$ cat config.mk
export PLATFORM = sky130hd
export DESIGN_NAME = adsr_envelope_vca_top
export DESIGN_NICKNAME = d
export VERILOG_FILES = /design/src/hdl/adsr_pkg.sv /design/src/hdl/adsr_mul.sv /design/src/hdl/adsr_envelope_vca_top.sv
export VERILOG_INCLUDE_DIRS = /design/src /design/src/hdl
export SDC_FILE = /design/constraint.sdc
export NUM_CORES = 2
export LEC_CHECK = 0
export BUFFER_PORTS_ARGS = -buffer_cell sky130_fd_sc_hd__buf_2
export CORE_ASPECT_RATIO = 1.75
export CORE_MARGIN = 5
export CORE_UTILIZATION = 40
export CTS_CLUSTER_SIZE = 28
export DETAILED_ROUTE_END_ITERATION = 10
export PLACE_DENSITY = 0.58
export SLEW_MARGIN = 20
export SYNTH_ARGS = -nofsm -noshare
export SYNTH_HDL_FRONTEND = slang
export SYNTH_SLANG_ARGS = --single-unit
$ cat constraint.sdc
create_clock -name clk -period 9.9 [get_ports clk]
set_input_delay 1.485 -clock clk [delete_from_list [all_inputs] [get_ports clk]]
set_output_delay 1.485 -clock clk [all_outputs]
set_load 0.05 [all_outputs]
$ cat src/hdl/assert_macros.svh
// assertion helpers, empty when SYNTH is set
`ifndef ASSERT_MACROS_SVH
`define ASSERT_MACROS_SVH

`ifndef SYNTH

// same-cycle implication under the synchronous reset
`define ADSR_CHK_NOW(lbl, ante, cons) \
  lbl: assert property (@(posedge clk) disable iff (!rst_n) (ante) |-> (cons)) \
    else $error("adsr check failed");

// next-cycle implication under the synchronous reset
`define ADSR_CHK_NEXT(lbl, ante, cons) \
  lbl: assert property (@(posedge clk) disable iff (!rst_n) (ante) |=> (cons)) \
    else $error("adsr check failed");

`else

`define ADSR_CHK_NOW(lbl, ante, cons)
`define ADSR_CHK_NEXT(lbl, ante, cons)

`endif

`endif

$ cat src/hdl/adsr_pkg.sv
package adsr_pkg;

  localparam int SAMPLE_BITS     = 24;
  localparam int LEVEL_FRAC_BITS = 24;
  localparam int LEVEL_W         = LEVEL_FRAC_BITS + 1;
  localparam int CFG_W           = LEVEL_W;
  localparam int CFG_IDX_W       = 2;
  // signed working width for target, difference and new level
  localparam int WORK_W          = LEVEL_FRAC_BITS + 3;
  localparam int MUL_A_W         = (SAMPLE_BITS > LEVEL_W) ? SAMPLE_BITS : LEVEL_W;
  localparam int MUL_B_W         = LEVEL_W;

  localparam longint ONE_VAL      = longint'(1) << LEVEL_FRAC_BITS;
  localparam longint OVERSHOT_VAL = (ONE_VAL + 500) / 1000;
  localparam longint FLOOR_VAL    = (ONE_VAL + 5000) / 10000;

  localparam logic [31:0] ATTACK_COEFF_RST  = 32'd16765584;
  localparam logic [31:0] DECAY_COEFF_RST   = 32'd16765584;
  localparam logic [31:0] RELEASE_COEFF_RST = 32'd16774889;

  typedef enum logic [2:0] {
    PH_OFF     = 3'd0,
    PH_ATTACK  = 3'd1,
    PH_DECAY   = 3'd2,
    PH_SUSTAIN = 3'd3,
    PH_RELEASE = 3'd4
  } phase_t;

  typedef enum logic [CFG_IDX_W-1:0] {
    CFG_ATTACK  = 2'd0,
    CFG_DECAY   = 2'd1,
    CFG_RELEASE = 2'd2,
    CFG_SUSTAIN = 2'd3
  } cfg_idx_t;

  typedef enum logic [2:0] {
    SQ_IDLE    = 3'd0,
    SQ_MUL_ENV = 3'd1,
    SQ_UPDATE  = 3'd2,
    SQ_MUL_VCA = 3'd3,
    SQ_FINISH  = 3'd4
  } seq_t;

  typedef struct packed {
    logic                          gate;
    logic signed [SAMPLE_BITS-1:0] sample_in;
  } in_word_t;

  typedef struct packed {
    logic signed [SAMPLE_BITS-1:0] sample_out;
    logic [LEVEL_W-1:0]            level;
    phase_t                        phase;
  } out_word_t;

endpackage

$ cat src/hdl/adsr_mul.sv
module adsr_mul #(
  parameter int A_W = adsr_pkg::MUL_A_W,
  parameter int B_W = adsr_pkg::MUL_B_W
) (
  input  logic               clk,
  input  logic               en,
  input  logic [A_W-1:0]     a,
  input  logic [B_W-1:0]     b,
  output logic [A_W+B_W-1:0] p
);

  logic [A_W+B_W-1:0] prod_r;

  // unsigned product, registered
  always_ff @(posedge clk) begin
    if (en) begin
      prod_r <= a * b;
    end
  end

  assign p = prod_r;

endmodule

$ cat src/hdl/adsr_envelope_vca_top.sv
// channel  | handshake            | word
// ---------+----------------------+-------------------------------------
// in       | in_valid / in_ready  | in_data  : gate, sample_in
// out      | out_valid / out_ready| out_data : sample_out, level, phase
// cfg      | cfg_we               | cfg_idx, cfg_wdata (write only)
//
// each word goes through envelope multiply, level update, sample multiply
// and result load; the single shared multiplier serves both multiplies and a
// new word is taken in the load cycle
// reset (rst_n, synchronous) puts the envelope in off at level zero and
// loads the default coefficients and a sustain of one half
// a stalled out channel holds the load cycle and keeps in_ready low
`include "assert_macros.svh"

module adsr_envelope_vca_top #(
  parameter int MUL_A_W = adsr_pkg::MUL_A_W,
  parameter int MUL_B_W = adsr_pkg::MUL_B_W
) (
  input  logic                                clk,
  input  logic                                rst_n,
  input  logic                                in_valid,
  output logic                                in_ready,
  input  adsr_pkg::in_word_t                  in_data,
  output logic                                out_valid,
  input  logic                                out_ready,
  output adsr_pkg::out_word_t                 out_data,
  input  logic                                cfg_we,
  input  logic [adsr_pkg::CFG_IDX_W-1:0]      cfg_idx,
  input  logic [adsr_pkg::CFG_W-1:0]          cfg_wdata
);

  localparam int SAMPLE_BITS     = adsr_pkg::SAMPLE_BITS;
  localparam int LEVEL_FRAC_BITS = adsr_pkg::LEVEL_FRAC_BITS;
  localparam int LEVEL_W         = adsr_pkg::LEVEL_W;
  localparam int WORK_W          = adsr_pkg::WORK_W;
  localparam int MUL_P_W         = MUL_A_W + MUL_B_W;

  localparam logic [LEVEL_W-1:0] ONE_LVL = LEVEL_W'(adsr_pkg::ONE_VAL);
  localparam logic signed [WORK_W-1:0] ONE_W      = WORK_W'(adsr_pkg::ONE_VAL);
  localparam logic signed [WORK_W-1:0] OVERSHOT_W = WORK_W'(adsr_pkg::OVERSHOT_VAL);
  localparam logic signed [WORK_W-1:0] FLOOR_W    = WORK_W'(adsr_pkg::FLOOR_VAL);

  // configuration registers
  logic [LEVEL_FRAC_BITS-1:0] attack_coeff_r;
  logic [LEVEL_FRAC_BITS-1:0] decay_coeff_r;
  logic [LEVEL_FRAC_BITS-1:0] release_coeff_r;
  logic [LEVEL_W-1:0]         sustain_r;

  // envelope state
  adsr_pkg::phase_t   phase_r, phase_nxt;
  logic [LEVEL_W-1:0] level_r, level_nxt;

  // sequencer
  adsr_pkg::seq_t state_r, state_nxt;
  logic           out_free;
  logic           in_fire;
  logic           mul_en;
  logic           out_load;
  logic           env_upd;

  // per-word working registers
  adsr_pkg::phase_t            work_phase_r, work_phase_nxt;
  logic signed [WORK_W-1:0]    target_r, target_nxt;
  logic                        dneg_r, dneg_nxt;
  logic [MUL_A_W-1:0]          dmag_r, dmag_nxt;
  logic [LEVEL_FRAC_BITS-1:0]  coeff_r, coeff_nxt;
  logic                        xneg_r, xneg_nxt;
  logic [SAMPLE_BITS-1:0]      xmag_r, xmag_nxt;

  // result register
  logic                out_valid_r, out_valid_nxt;
  adsr_pkg::out_word_t out_data_r, out_data_nxt;

  // shared multiplier
  logic [MUL_A_W-1:0] mul_a;
  logic [MUL_B_W-1:0] mul_b;
  logic [MUL_P_W-1:0] prod;

  // datapath temporaries
  logic [LEVEL_W-1:0]       sus;
  logic signed [WORK_W-1:0] sus_s;
  logic signed [WORK_W-1:0] lvl_s;
  logic signed [WORK_W-1:0] diff;
  logic [WORK_W-1:0]        diff_mag;
  logic [WORK_W-1:0]        term_u;
  logic signed [WORK_W-1:0] term_s;
  logic signed [WORK_W-1:0] nv;
  logic [SAMPLE_BITS-1:0]   vmag;

  // ---------------------------------------------------------------
  // config port: coefficients keep their low fraction bits
  // ---------------------------------------------------------------
  always_ff @(posedge clk) begin
    if (!rst_n) begin
      attack_coeff_r  <= LEVEL_FRAC_BITS'(adsr_pkg::ATTACK_COEFF_RST);
      decay_coeff_r   <= LEVEL_FRAC_BITS'(adsr_pkg::DECAY_COEFF_RST);
      release_coeff_r <= LEVEL_FRAC_BITS'(adsr_pkg::RELEASE_COEFF_RST);
      sustain_r       <= LEVEL_W'(adsr_pkg::ONE_VAL >> 1);
    end else if (cfg_we) begin
      case (adsr_pkg::cfg_idx_t'(cfg_idx))
        adsr_pkg::CFG_ATTACK:  attack_coeff_r  <= cfg_wdata[LEVEL_FRAC_BITS-1:0];
        adsr_pkg::CFG_DECAY:   decay_coeff_r   <= cfg_wdata[LEVEL_FRAC_BITS-1:0];
        adsr_pkg::CFG_RELEASE: release_coeff_r <= cfg_wdata[LEVEL_FRAC_BITS-1:0];
        adsr_pkg::CFG_SUSTAIN: sustain_r       <= cfg_wdata[LEVEL_W-1:0];
        default: ;
      endcase
    end
  end

  // sustain above full scale is used as full scale
  assign sus   = (sustain_r > ONE_LVL) ? ONE_LVL : sustain_r;
  assign sus_s = $signed({2'b00, sus});
  assign lvl_s = $signed({2'b00, level_r});

  // ---------------------------------------------------------------
  // sequencer: next state
  // ---------------------------------------------------------------
  assign out_free = !out_valid_r || out_ready;

  always_comb begin
    state_nxt = state_r;
    case (state_r)
      adsr_pkg::SQ_IDLE: begin
        if (in_valid) state_nxt = adsr_pkg::SQ_MUL_ENV;
      end
      adsr_pkg::SQ_MUL_ENV: state_nxt = adsr_pkg::SQ_UPDATE;
      adsr_pkg::SQ_UPDATE:  state_nxt = adsr_pkg::SQ_MUL_VCA;
      adsr_pkg::SQ_MUL_VCA: state_nxt = adsr_pkg::SQ_FINISH;
      adsr_pkg::SQ_FINISH: begin
        if (out_free) begin
          state_nxt = in_valid ? adsr_pkg::SQ_MUL_ENV : adsr_pkg::SQ_IDLE;
        end
      end
      default: state_nxt = adsr_pkg::SQ_IDLE;
    endcase
  end

  // ---------------------------------------------------------------
  // sequencer: outputs
  // ---------------------------------------------------------------
  always_comb begin
    in_ready = 1'b0;
    mul_en   = 1'b0;
    out_load = 1'b0;
    env_upd  = 1'b0;
    case (state_r)
      adsr_pkg::SQ_IDLE:    in_ready = 1'b1;
      adsr_pkg::SQ_MUL_ENV: mul_en   = 1'b1;
      adsr_pkg::SQ_UPDATE:  env_upd  = 1'b1;
      adsr_pkg::SQ_MUL_VCA: mul_en   = 1'b1;
      adsr_pkg::SQ_FINISH: begin
        in_ready = out_free;
        out_load = out_free;
      end
      default: ;
    endcase
  end

  assign in_fire = in_valid && in_ready;

  // ---------------------------------------------------------------
  // word intake: gate transition, stage target and |level - target|
  // ---------------------------------------------------------------
  always_comb begin
    work_phase_nxt = work_phase_r;
    target_nxt     = target_r;
    dneg_nxt       = dneg_r;
    dmag_nxt       = dmag_r;
    coeff_nxt      = coeff_r;
    xneg_nxt       = xneg_r;
    xmag_nxt       = xmag_r;
    diff           = '0;
    diff_mag       = '0;
    if (in_fire) begin
      // gate rising in release does not retrigger
      if (in_data.gate && phase_r == adsr_pkg::PH_OFF) begin
        work_phase_nxt = adsr_pkg::PH_ATTACK;
      end else if (!in_data.gate && phase_r != adsr_pkg::PH_OFF &&
                   phase_r != adsr_pkg::PH_RELEASE) begin
        work_phase_nxt = adsr_pkg::PH_RELEASE;
      end else begin
        work_phase_nxt = phase_r;
      end
      // attack, decay and release each aim past their end point
      case (work_phase_nxt)
        adsr_pkg::PH_ATTACK: begin
          target_nxt = ONE_W + OVERSHOT_W;
          coeff_nxt  = attack_coeff_r;
        end
        adsr_pkg::PH_DECAY: begin
          target_nxt = sus_s - OVERSHOT_W;
          coeff_nxt  = decay_coeff_r;
        end
        adsr_pkg::PH_RELEASE: begin
          target_nxt = -OVERSHOT_W;
          coeff_nxt  = release_coeff_r;
        end
        default: begin
          target_nxt = '0;
          coeff_nxt  = '0;
        end
      endcase
      diff     = lvl_s - target_nxt;
      dneg_nxt = diff[WORK_W-1];
      diff_mag = dneg_nxt ? WORK_W'(-diff) : WORK_W'(diff);
      dmag_nxt = MUL_A_W'(diff_mag);
      // sample magnitude; the most negative value maps to 2^(n-1)
      xneg_nxt = in_data.sample_in[SAMPLE_BITS-1];
      xmag_nxt = xneg_nxt ? (~in_data.sample_in + 1'b1) : in_data.sample_in;
    end
  end

  // ---------------------------------------------------------------
  // shared multiplier: envelope step, then sample times level
  // ---------------------------------------------------------------
  always_comb begin
    if (state_r == adsr_pkg::SQ_MUL_ENV) begin
      mul_a = dmag_r;
      mul_b = MUL_B_W'(coeff_r);
    end else begin
      mul_a = MUL_A_W'(xmag_r);
      mul_b = MUL_B_W'(level_r);
    end
  end

  adsr_mul #(
    .A_W (MUL_A_W),
    .B_W (MUL_B_W)
  ) u_mul (
    .clk (clk),
    .en  (mul_en),
    .a   (mul_a),
    .b   (mul_b),
    .p   (prod)
  );

  // ---------------------------------------------------------------
  // envelope update: new = target + sign * (|d| * c >> F), then clamp
  // ---------------------------------------------------------------
  assign term_u = WORK_W'(prod >> LEVEL_FRAC_BITS);
  assign term_s = dneg_r ? -$signed(term_u) : $signed(term_u);
  assign nv     = target_r + term_s;

  always_comb begin
    phase_nxt = phase_r;
    level_nxt = level_r;
    if (env_upd) begin
      phase_nxt = work_phase_r;
      case (work_phase_r)
        adsr_pkg::PH_ATTACK: begin
          if (nv >= ONE_W) begin
            level_nxt = ONE_LVL;
            phase_nxt = adsr_pkg::PH_DECAY;
          end else begin
            level_nxt = LEVEL_W'(nv);
          end
        end
        adsr_pkg::PH_DECAY: begin
          // also ends at once when sustain was raised past the level
          if (nv <= sus_s) begin
            level_nxt = sus;
            phase_nxt = adsr_pkg::PH_SUSTAIN;
          end else begin
            level_nxt = LEVEL_W'(nv);
          end
        end
        adsr_pkg::PH_SUSTAIN: level_nxt = sus;
        adsr_pkg::PH_RELEASE: begin
          if (nv <= FLOOR_W) begin
            level_nxt = '0;
            phase_nxt = adsr_pkg::PH_OFF;
          end else begin
            level_nxt = LEVEL_W'(nv);
          end
        end
        default: begin
          level_nxt = '0;
          phase_nxt = adsr_pkg::PH_OFF;
        end
      endcase
    end
  end

  // ---------------------------------------------------------------
  // result word: sample * level >> F, rounded toward zero
  // ---------------------------------------------------------------
  assign vmag = SAMPLE_BITS'(prod >> LEVEL_FRAC_BITS);

  always_comb begin
    out_data_nxt  = out_data_r;
    out_valid_nxt = out_valid_r;
    if (out_load) begin
      out_valid_nxt           = 1'b1;
      out_data_nxt.sample_out = $signed(xneg_r ? (~vmag + 1'b1) : vmag);
      out_data_nxt.level      = level_r;
      out_data_nxt.phase      = phase_r;
    end else if (out_ready) begin
      out_valid_nxt = 1'b0;
    end
  end

  // ---------------------------------------------------------------
  // registers
  // ---------------------------------------------------------------
  always_ff @(posedge clk) begin
    if (!rst_n) begin
      state_r     <= adsr_pkg::SQ_IDLE;
      phase_r     <= adsr_pkg::PH_OFF;
      level_r     <= '0;
      out_valid_r <= 1'b0;
    end else begin
      state_r     <= state_nxt;
      phase_r     <= phase_nxt;
      level_r     <= level_nxt;
      out_valid_r <= out_valid_nxt;
    end
  end

  // working and payload registers carry no reset
  always_ff @(posedge clk) begin
    work_phase_r <= work_phase_nxt;
    target_r     <= target_nxt;
    dneg_r       <= dneg_nxt;
    dmag_r       <= dmag_nxt;
    coeff_r      <= coeff_nxt;
    xneg_r       <= xneg_nxt;
    xmag_r       <= xmag_nxt;
    out_data_r   <= out_data_nxt;
  end

  assign out_valid = out_valid_r;
  assign out_data  = out_data_r;

  // ---------------------------------------------------------------
  // checks
  // ---------------------------------------------------------------
  // an accepted word always starts with the envelope multiply
  `ADSR_CHK_NEXT(a_fire_starts, in_fire, state_r == adsr_pkg::SQ_MUL_ENV)
  // off always sits at level zero
  `ADSR_CHK_NOW(a_off_zero, phase_r == adsr_pkg::PH_OFF, level_r == '0)
  // the level never passes full scale
  `ADSR_CHK_NOW(a_level_range, 1'b1, level_r <= ONE_LVL)

endmodule

# == After elaboration in Yosys (flattened, before gate mapping) ==
# Cells that the tools add are included.
# op_classes
n_mux,31
n_reduce_logical,18
n_bitwise,2
n_eq_ne,17
magnitude_cmp,4
addsub,7
mul,1
# op_table
op,n
$mux W25,7
$pmux W25 S4,1
$pmux W27 S3,1
$pmux W24 S3,1
$mux W27,2
$mul A25 B25 Y50,1
$add A24 B1 Y24 const B,2
$not A24 Y24,2
$add A27 B27 Y27,1
$ge A27 B26 Y1 const B,1
$le A27 B12 Y1 const B,1
$le A27 B26 Y1,1
$neg A26 Y27,1
$sub A26 B27 Y27,1
$sub A25 B15 Y26 const B,1
$gt A25 B25 Y1 const B,1
$neg A25 Y25,1
$mux W24,1
$mux W3,8
$mux W23,1
$eq A3 B2 Y1 const B,5
$pmux W3 S5,1
$pmux W3 S4,1
$reduce_and A2 Y1,5
16 further kinds,32
# totals
output_inout_bits,54
register_bits,336
elab_cells,100

# == Depth between registers and ports, before layout ==
# logic_depth
word_depth,12
ltp_mapped,33

# == By module ==
# A second synthesis with hierarchy kept.
# hier_totals
hier_cells,4232
area_unflattened_um2,39093.7
# by_module_without_submodules
mod,area_per_inst_um2,instances,cells_per_inst,seq_area_each_um2
adsr_mul,22165.0,1,2397,1501.4
adsr_envelope_vca_top,16928.7,1,1835,7267.0

# == Worst setup path before layout ==
# OpenSTA, ideal clock, no wires.
# synth_path
path_kind,register -> register
startpoint,register state_r[0]
endpoint,register u_mul.prod_r[49] (netlist: u_mul.p[49]) (data pin)
setup_time_ns,0.262
path_stages_with_launch,31
required_ns,9.638
path_buffers,5
period_less_slack_ns,8.452
arrival_ns,8.189
slack_ns,1.448
path_cell_list,dfxtp_1 > clkbuf_1 > nor3b_1 > clkbuf_1 > clkbuf_1 > clkbuf_1 > mux2i_1 > clkbuf_1 > nor2_1 > fa_1 > fa_1 > inv_1 > fa_1 > fa_1 > inv_1 > fa_1 > fa_1 > inv_1 > fa_1 > inv_1 > ha_1 > and3_1 > nand3_1 > o41ai_1 > a31oi_1 > a31oi_1 > a31o_2 > a21oi_1 > o21ai_0 > a21oi_1 > xor2_1
# synth_via
elab_chain_len,3
# synth_rtl
element,line_no,source
start: declaration,adsr_envelope_vca_top.sv:54,"adsr_pkg::seq_t state_r, state_nxt;"
start signal: assignment,adsr_envelope_vca_top.sv:307,state_r <= adsr_pkg::SQ_IDLE;
start signal: assignment,adsr_envelope_vca_top.sv:312,state_r <= state_nxt;
$eq A3 B1 Y1 (*),adsr_envelope_vca_top.sv:217,if (state_r == adsr_pkg::SQ_MUL_ENV) begin
$mux W25,adsr_envelope_vca_top.sv:217,
$mul A25 B25 Y50 (*),adsr_mul.sv:17,prod_r <= a * b;
end signal: assignment,adsr_mul.sv:17,
end: declaration,adsr_mul.sv:12,logic [A_W+B_W-1:0] prod_r;
# Every way passes the cells marked *; elsewhere a longest branch is shown, timed or not.
# A chain may end at the register's enable or synchronous reset.

# == Worst setup path in the final report ==
# Ends and elaborated chain as after synthesis.

==> results.toml <==
[detailed_routing]
drc_errors = 0
dr.pass1.iters = 6
via_per_inst = 5.62
wl_um = 137000
antenna_left = 0
drt_iter0_drc = 2254
wire_per_inst_um = 25.4
vias = 30300

[synthesis]
synthCells = 4130
yosysWarnings = 0
synth_fa_ha_area_share_pct = 37.0
synthMuxAreaShare_pct = 2.51
synth_top_family_by_area = "adder cells"
synth.area.top_cells = "fa_1 (28%), edfxtp_1 (15%), ha_1 (8.8%)"
yosys.area.top_type = "fa_1"
synth.top_cell.area_share_pct = 28.2
synth-edff-count = 182
ys_seq_area_share_pct = 21.5
synth_nets = 4976
postSynthAreaPerCell_um2 = 9.05
synth_flop_cell = "edfxtp_1"
async_reset_ff_share_pct = 0
syn-cell-area_mm2 = 0.0374
yosys.area_share.simple_pct = 16.2
synth_compound_area_share_pct = 9.75
synth_xor_area_share_pct = 4.07
synth_cell_types = 100
synth_seq_cells = 311

[sta]
rsz0062_at_grt = "no"
setup-tns-final_ns = 0
setup_ws_ns = 0.986
fmax_mhz = 112
timing_max_transition_violations_final = 0
fin_crit_ns = 8.91
tightest_slew_ns = 1.15
period_share_pct = 90.0
setup-violations-final = 0
skew_ns = 0.0545
relSlewSlack_pct = 22.1
report.final.hold_viol_count = 0

[clocking]
ctsHoldBuffers = 0
cts.sinks = 311
cts.path.max_buffers = 3
worstSkewPairLatency_ns = 0.64
cts.clk_slew.worst_paths_ns = 0.08
cts-root-buf = "clkbuf_16"
cts_tree = "yes"
cts_setup_buffers = 0
postCtsResizedCells = 0
htreeDepth = 1
cts_buffers = 30

[placement]
place_congestion = 1.01
port_buffers = 110
pre_cts_slack_ns = 1.09
dp_hpwl_um = 112000
postPlaceCellArea_mm2 = 0.0393

[floorplan]
die_area_mm2 = 0.0999
row_count = 148
fp.dieH_um = 414
core_region_area_mm2 = 0.0930
pin_count = 111
die_w_um = 241
start_util_pct = 40.2

[setup_path]
cp_slowest_stage_delay_ns = 0.55
cp_common_cell = "fa_1"
cp-end-kind = "flop"
startpoint = "state_r[0]$_SDFFE_PN0P_"
arrival_ns = 9.28
crit_path_top_delay_cell = "fa_1"
regToRegStartpoint = "state_r[0]$_SDFFE_PN0P_"
worstSetupStartpointType = "flop"
critPathKind = "flop to flop"
crit_path_max_fanout = 27
required_ns = 10.27

[finish]
layout-drive-gt1-share_pct = 8.56
final_area_mm2 = 0.0404
final_nets = 5015
area_delta_synth_final_pct = 7.97

[global_route]
grt_use_total_pct = 27.3
grt_pass1_wl_um = 201000
grt_max_degree = 73
grt_pass1_vias = 32100
globalRoute.totalOverflow = 0
antenna_found_initial = 4

[job]
cap_viol_max_count = 0

[power_and_ir_drop]
peakVddDrop_mv = 0.155
finalPower_w = 0.00924
p_leak_nw = 18.6
p_per_area_mw_per_mm2 = 229

[status]
status = "finished, final reports clean"

[worst_hold_path]
min-delay-path-class = "flop to flop"
min_from = "decay_coeff_r[2]$_SDFFE_PN0P_"
[worst paths after layout]
path	end	cells after the start	slack [ns]
hold / removal	decay_coeff_r[2]$_SDFFE_PN0P_	2	0.46
hold reg to reg	decay_coeff_r[2]$_SDFFE_PN0P_	2	0.46
setup reg to reg	u_mul.p[49]$_DFFE_PP_	28	0.99
setup / recovery	u_mul.p[49]$_DFFE_PP_	28	0.99
[metal layers]
metal | share of wire (%) | up-vias | wire length [um] | GRT usage [%]
met3 | 4.7 | 578 | 6500 | 3.30
met2 | 51 | 1215 | 70100 | 48.1
met4 | 14 | 2 | 18700 | 27.6
li1 | - | 13400 | - | -
met1 | 31 | 15100 | 42000 | 26.2
met5 | 0.0058 | - | 8 | 0
[sequential cells by signal, indices dropped and copies added (netlist names), 3 cells and up]
signal and count:
decay_coeff_r 24, state_r 3, sustain_r 25, work_phase_r 3, phase_r 3, attack_coeff_r 24, release_coeff_r 24, out_data 52
u_mul.p 26, coeff_r 24, xmag_r 24, level_r 25, target_r 26, dmag_r 25
[layout by cell type, fill, tap and decap left out, types with 17 or more instances in the layout]
cell type,Yosys,routed
inv_1,669,669
nor3_1,25,23
a21o_1,27,27
dfxtp_1,129,129
buf_2,4,110
a222oi_1,24,24
ha_1,262,262
buf_4,1,85
nand4_1,17,17
a21oi_1,158,156
o21a_1,25,25
o21ai_0,98,98
clkbuf_16,0,34
xnor2_1,124,124
nand3_1,87,87
mux2_2,45,45
edfxtp_1,182,182
nand2b_1,18,18
xor2_1,46,46
fa_1,527,527
mux2i_1,43,38
and2_1,40,39
o31ai_1,30,29
nand2_1,648,648
nor2_1,378,378
or3_1,32,32
and3_1,34,34
[synth_stat cells (all sizes together) (10+ instances only)]
cell type,instances
or4,11
mux2,45
o311ai,11
and4,10
nand4,17
o21ai,103
o211ai,14
and3,34
inv,670
a222oi,24
nor4,16
dfxtp,129
nor2,379
ha,262
edfxtp,182
nand3,87
xor2,46
fa,527
nand2,648
or2,14
or3,32
xnor2,126
a21o,27
clkbuf,172
nor3,26
o21a,26
o31ai,36
nand2b,18
a211oi,14
a31oi,14
nor3b,10
nor2b,13
buf,16
a221oi,10
o41ai,12
mux2i,43
a21oi,160
and2,41
[layout make-up]
| type | instances | area, um^2 |
|---|---|---|
| fillers | 9333 | 52600 |
| clock inverters | 15 | 121 |
| repair buffers | 196 | 1210 |
| diodes | 5 | 12.5 |
| multi-input cells | 2960 | 26100 |
| well taps | 1200 | 1500 |
| inverters | 670 | 2510 |
| clock buffers | 41 | 907 |
| flip-flops and latches | 311 | 8050 |
[report_power, final]
group          total, W  leakage, nW  switching (W)  internal, W
logic           0.00617         15.3        0.00392      0.00225
clock network   0.00124        0.514       0.000582     0.000656
registers       0.00183         2.76       0.000184      0.00165
[kinds of logic (layout without fill, tap and decap cells)]
logic type / count (synthesis) / count (layout)
AO/OA/AOI/OAI: 531 / 531
XOR/XNOR: 172 / 172
adder cells (fa/ha/maj): 789 / 789
buffers and inverters: 859 / 922
flip-flops: 311 / 311
multiplexers: 88 / 88
other: 1 / 6
AND/OR/NAND/NOR: 1379 / 1379
[worst max-delay path, delay by kind of cell (launching register included)]
kind | cells | cell delay (ns)
AOI/OAI and AO/OA | 7 | 1.79
xor gates and xnor gates | 1 | 0.15
adders and majority gates | 8 | 3.87
buffers and inverters | 7 | 1.17
DFF | 1 | 0.46
muxes | 1 | 0.25
and+or+nand+nor | 4 | 0.90
[stage by stage]
step	instances	hold WS, ns	util (%)
2_1_floorplan	4130	0.436	-
3_3_place_gp	5337	0.441	42.3
3_5_place_dp	5337	0.448	42.3
4_1_cts	5393	0.458	43.4
5_1_grt	5393	0.476	43.4
6_report	5398	0.458	43.4
(Power assumes the default switching activity.)
